===== src/rtl/msp_pkg.sv =====
// ----------------------------------------------------------------------------
// Servo pulse generator package
// Widths, defaults, codes and shared types of the servo pulse generator.
// ----------------------------------------------------------------------------
`default_nettype none

package msp_pkg;

  localparam int SERVO_COUNT_DEF  = 8;
  localparam int SLOT_TICKS_DEF   = 250;
  localparam int TICKS_PER_MS_DEF = 100;

  localparam int OPC_W = 1;
  localparam int IDX_W = 4;
  localparam int PWD_W = 10;
  localparam int PIN_W = 8;
  localparam int ST_W  = 2;
  localparam int CD_W  = 22;

  localparam logic [OPC_W-1:0] OPC_TICK = 1'b0;
  localparam logic [OPC_W-1:0] OPC_SET  = 1'b1;

  typedef enum logic [ST_W-1:0] {
    ST_OK        = 2'd0,
    ST_BAD_INDEX = 2'd1,
    ST_BAD_WIDTH = 2'd2
  } msp_status_t;

  // Broadcast to every servo cell.
  typedef struct packed {
    logic            ms_tick;
    logic            slot_adv;
    logic [CD_W-1:0] timeout;
  } msp_cell_ctrl_t;

endpackage

`default_nettype wire


===== src/rtl/msp_servo_cell.sv =====
// ----------------------------------------------------------------------------
// Servo cell
// Holds one servo's width and idle countdown, and the slot token that moves
// to the next cell at each slot boundary.
// ----------------------------------------------------------------------------
`default_nettype none

module msp_servo_cell import msp_pkg::*; #(
  parameter int   WIDTH_W     = 8,
  parameter logic FIRST_TOKEN = 1'b0
) (
  input  wire logic               clk,
  input  wire logic               rst,
  input  wire msp_cell_ctrl_t     ctrl,
  input  wire logic               set_en,
  input  wire logic [WIDTH_W-1:0] set_width,
  input  wire logic [WIDTH_W-1:0] offset,
  input  wire logic               token_in,
  output logic                    token_out,
  output logic                    pin
);

  logic [WIDTH_W-1:0] width;
  logic [CD_W-1:0]    countdown;
  logic               token;
  logic               expire;
  logic [WIDTH_W-1:0] width_eff;

  // A countdown at one that sees a millisecond clears the width on this tick.
  assign expire    = ctrl.ms_tick && (countdown == CD_W'(1));
  assign width_eff = expire ? '0 : width;
  assign pin       = token && (offset < width_eff);
  assign token_out = token;

  always_ff @(posedge clk) begin
    if (rst) begin
      width     <= '0;
      countdown <= '0;
      token     <= FIRST_TOKEN;
    end else begin
      if (set_en) begin
        width <= set_width;
        if ((set_width != '0) && (ctrl.timeout != '0)) begin
          countdown <= ctrl.timeout;
        end
      end else if (ctrl.ms_tick && (countdown != '0)) begin
        countdown <= countdown - CD_W'(1);
        if (expire) begin
          width <= '0;
        end
      end
      if (ctrl.slot_adv) begin
        token <= token_in;
      end
    end
  end

endmodule

`default_nettype wire


===== config.mk =====
export PLATFORM = sky130hd
export DESIGN_NAME = msp_servo_cell
export DESIGN_NICKNAME = d
export VERILOG_FILES = /design/src/rtl/msp_pkg.sv /design/src/rtl/msp_servo_cell.sv
export SDC_FILE = /design/constraint.sdc
export NUM_CORES = 1
export LEC_CHECK = 0
export BUFFER_PORTS_ARGS = -buffer_cell sky130_fd_sc_hd__buf_4
export CORE_MARGIN = 3
export CORE_UTILIZATION = 58
export DETAILED_ROUTE_END_ITERATION = 12
export GPL_TIMING_DRIVEN = 1
export HOLD_SLACK_MARGIN = 0.15
export PLACE_DENSITY_LB_ADDON = 0.3
export SLEW_MARGIN = 20
export SYNTH_ARGS = -nofsm -noshare
export SYNTH_HDL_FRONTEND = slang
export SYNTH_SLANG_ARGS = --single-unit

===== constraint.sdc =====
create_clock -name clk -period 9.4 [get_ports clk]
set_clock_uncertainty 0.2 [all_clocks]
set_input_delay 0.47 -clock clk [delete_from_list [all_inputs] [get_ports clk]]
set_output_delay 0.47 -clock clk [all_outputs]
set_load 0.01 [all_outputs]

# Word-level counts from Yosys, hierarchy flattened
# Index checks and enable logic that the tools add are counted.
# op_classes
n_reduce_logical,9
n_eq_ne,2
add_sub_neg,1
magnitude_cmp,1
n_mux,6
# ops
cell,n
22-bit two-way mux,3
22-bit nonzero test,2
8-bit two-way mux,3
"22-bit by 1-bit == test with 1-bit output, second input constant",1
"22-bit by 1-bit subtractor with 22-bit output, second input constant",1
8-bit < comparator,1
8-bit nonzero test,1
1-bit logical AND,4
"2-bit by 1-bit inequality test with 1-bit output, second input constant",1
2-bit AND reduction,1
2-bit nonzero test,1
# totals
in_bits,44
regBits,31
output_inout_bits,2
wordCells,22

# Longest topological paths before layout
# depth
ltp_word,5
depth_mapped,13
depth_no_buf,12

# Worst setup path after synthesis
# No wires, ideal clock.
# synth_path
path_kind,flip-flop to output port
from,reg countdown[14]
to,out pin
path_buffers,2
t_arrival_ns,2.743
path_slack_ns,5.987
stages_incl_launch_ff,14
required_time_ns,8.730
cell_sequence,dfxtp_1 -> buf_6 -> nor4_4 -> nand4_2 -> or4_1 -> buf_2 -> nand2_1 -> ha_1 -> o21a_1 -> o21a_1 -> o21ai_0 -> a31oi_1 -> o2111ai_1 -> and4b_1
# synth_between
elab_chain_len,5
# synth_lines
item,line,source
start: declaration,msp_servo_cell.sv:24,logic [CD_W-1:0] countdown;
start signal: assignment,msp_servo_cell.sv:44,countdown <= ctrl.timeout;
start signal: assignment,msp_servo_cell.sv:47,countdown <= countdown - CD_W'(1);
22-bit by 1-bit == test with 1-bit output,msp_servo_cell.sv:30,assign expire = ctrl.ms_tick && (countdown == CD_W'(1));
1-bit logical AND,msp_servo_cell.sv:30,
8-bit two-way mux,n/a,
8-bit < comparator,msp_servo_cell.sv:32,assign pin = token && (offset < width_eff);
1-bit logical AND,msp_servo_cell.sv:32,
end: declaration,msp_servo_cell.sv:20,output logic pin
# No other way between the ends.

# Final worst setup path
# Ends and elaborated chain as after synthesis.

==> results.cfg <==
[outcome]
outcome = finished clean

[clock_network]
worstSkewPairLatency_ns = 0.34
tritoncts = built
clock-root-buffer = sky130_fd_sc_hd__clkbuf_4
cts.sinks = 31
cts_h_tree_depth = 2
numCtsBuffers = 5
path_clk_slew_ns = 0.10
post-cts-setup-buffers = 0
cts_buffer_depth = 2

[die]
placeableCoreArea_mm2 = 0.00339
fp.dieH_um = 65.8
initial_utilization_pct = 61.1
design.portCount = 46
die-area_mm2 = 0.00432
row_count = 21
die_width_um = 65.8

[power]
vdd.ir_drop.worst_mv = 0.100
power_leakage_nw = 1.00
power_density_mw_per_mm2 = 141

[timing]
period_needed_ns = 4.11
post-route-period-util_pct = 43.8
rsz0062_at_grt = no
count_of_endpoints_failing_setup_in_the_final_report = 0
worst_slew_pin_slew_ns = 0.903
finalHoldWorstSlack_ns = 0.158
final-max-slew-violation-count = 0
totalNegativeSetupSlack_ns = 0
timing.slew.headroom_pct = 39.4
fmax_ghz = 0.243
finalHoldViolCount = 0

[worst_setup_path]
regToRegSetupSlack_ns = 6.55
crit_path_frequent_cell = sky130_fd_sc_hd__o21a_1
critPathMaxStageDelay_ns = 0.71
timing.critical_path.from = countdown[14]
path_cells = nor4_4 -> nand4_2 -> or4_1 -> nand2_1 -> ha_1 -> o21a_1 -> o21a_1 -> o21ai_0 -> a31oi_1 -> o2111ai_1 -> and4b_1 -> buf_4
timing.critical_path.required_ns = 8.73
worstPathArrival_ns = 3.44
endpoint_kind = output port
critPathCapture = pin
rr_endpoint = countdown[12]
timing.critical_path.fanout_max = 10
r2r.worst_path.cells = 7
regToRegStartpoint = countdown[14]
timing.critical_path.slowest_stage_cell = sky130_fd_sc_hd__or4_1
crit_type = reg2out
timing.critical_path.from_type = register

[grt]
global_route_wire_length_before_repair_um = 9780
grt.total_usage_pct = 29.1
grt_antenna_before_repair = 0
grt_pass1_vias = 2173
grt.overflow.total = 0
pin_count_of_the_biggest_net_entering_global_routing = 63

[synthesis]
dominantRegCellSynth = sky130_fd_sc_hd__dfxtp_1
yosys_warnings = 0
syn-mean-instance-area_um2 = 7.48
synth_edf_count = 0
register_bit_total_from_synthesis = 31
ys_seq_area_share_pct = 30.0
synth.net_count = 331
synthesis.area_mm2 = 0.00207
async_flop_share_pct = 0
synthesis.instances = 277
synth.distinct_cells = 43

[place]
dp.final_hpwl_um = 4340
place.gp.congestion = 0.894
port_buffers = 45
dpl-instance-area_mm2 = 0.00239

[routing]
vias_per_cell = 6.49
vias = 2342
drt-initial-drc-count = 270
drc = 0
wl_per_cell_um = 16.5
firstDrtPassIters = 5
routed_wl_um = 5940
detail-route-antenna-nets = 0

[final_layout]
commonest_cells_after_routing_fill_and_taps_aside = sky130_fd_sc_hd__nand2_1, sky130_fd_sc_hd__buf_4, sky130_fd_sc_hd__dfxtp_1
final_nets = 368
postLayoutCellArea_mm2 = 0.00248
postLayoutCoreUtil_pct = 73.1
antenna_cells = 0
ratio_of_cells_with_drive_above_1_in_the_final_layout_pct = 18.7
layout-area-overhead-vs-synth_pct = 19.7
most_common_cell_after_layout_fill_and_taps_aside = sky130_fd_sc_hd__nand2_1

[run]
max_cap_violations = 0

[hold_path]
hold_class = in2reg
[sequential cells by signal (all words and copies together), names as in the netlist]
name and count:
countdown 22, width 8, token_out 1
[routing by layer]
| metal | global-route usage, % | routed length [um] | up-vias |
|---|---|---|---|
| li1 | - | - | 1120 |
| met1 | 36.2 | 2390 | 1064 |
| met2 | 49.4 | 2840 | 142 |
| met3 | 5.81 | 593 | 16 |
| met4 | 9.84 | 116 | 0 |
| met5 | 0 | 0 | - |
[logic make-up (layout without fill, tap and decap cells)]
group                      Yosys count  after routing  synth area share (%)
and+or+nand+nor                    116            116                  27.2
AOI/OAI and AO/OA                   97             97                  31.5
DFF                                 31             31                  30.0
adders and majority gates           10             10                  6.04
buffers and inverters               22             60                  4.77
muxes                                1              1                 0.483
[cells in the mapped netlist (5+ instances only)]
master	instances	area share [%]
sky130_fd_sc_hd__ha_1	10	6.0
sky130_fd_sc_hd__o31ai_1	8	2.9
sky130_fd_sc_hd__nor2_1	24	4.4
sky130_fd_sc_hd__clkbuf_1	11	2.0
sky130_fd_sc_hd__dfxtp_1	31	30
sky130_fd_sc_hd__o41ai_1	5	2.1
sky130_fd_sc_hd__nor3_1	8	1.9
sky130_fd_sc_hd__o21ai_0	23	5.6
sky130_fd_sc_hd__a22o_1	9	3.8
sky130_fd_sc_hd__a21oi_1	23	5.6
sky130_fd_sc_hd__nor4_1	12	3.6
sky130_fd_sc_hd__nand2_1	49	8.9
sky130_fd_sc_hd__a31oi_1	6	1.8
sky130_fd_sc_hd__nand3_1	5	1.2
[layout make-up]
| cell class | instances | area, um2 |
|---|---|---|
| Tap cell | 46 | 57.6 |
| Timing Repair Buffer | 48 | 365 |
| Fill cell | 273 | 911 |
| Sequential cell | 31 | 621 |
| Multi-Input combinational cell | 224 | 1350 |
| Inverter | 4 | 15.0 |
| Clock buffer | 8 | 68.8 |
[critical path: cells and delay by family (launching register included)]
kind | cells | cell delay (ns)
flip-flops | 1 | 0.42
adder cells (fa/ha/maj) | 1 | 0.23
AND/OR/NAND/NOR | 5 | 1.62
AO/OA/AOI/OAI | 5 | 0.71
buffers and inverters | 1 | 0.12
[worst min path at each step]
stage / start / to / cells past startpoint
3_3_place_gp: width[7] / width[7] / 1
6_report: set_width[4] / width[4] / 2
3_5_place_dp: width[0] / width[0] / 1
4_1_cts: set_width[0] / width[0] / 2
5_1_grt: set_width[5] / width[5] / 2
2_1_floorplan: width[0] / width[0] / 1
[what timing repair did]
item | 4_1_cts | 5_1_grt
hold endpoints to repair | 0 | 2
hold buffers | 0 | 2
gates resized for setup | 0 | 0
[report_power, final]
group	switching [W]	internal, W
Sequential	0.0000134	0.000142
Combinational	0.0000585	0.0000439
Clock	0.0000472	0.0000440
Total	0.000119	0.000230
[per-stage QoR]
step | cells | total power (W) | worst slack (ns)
finish | 361 | 0.000349 | 5.29
global route | 361 | 0.000369 | 5.05
CTS | 359 | 0.000345 | 5.28
detailed placement | 351 | 0.000257 | 5.66
global placement | 351 | 0.000254 | 5.73
floorplan | 277 | 0.000223 | 5.99
No activity file was read; power rests on OpenSTA's default activity.
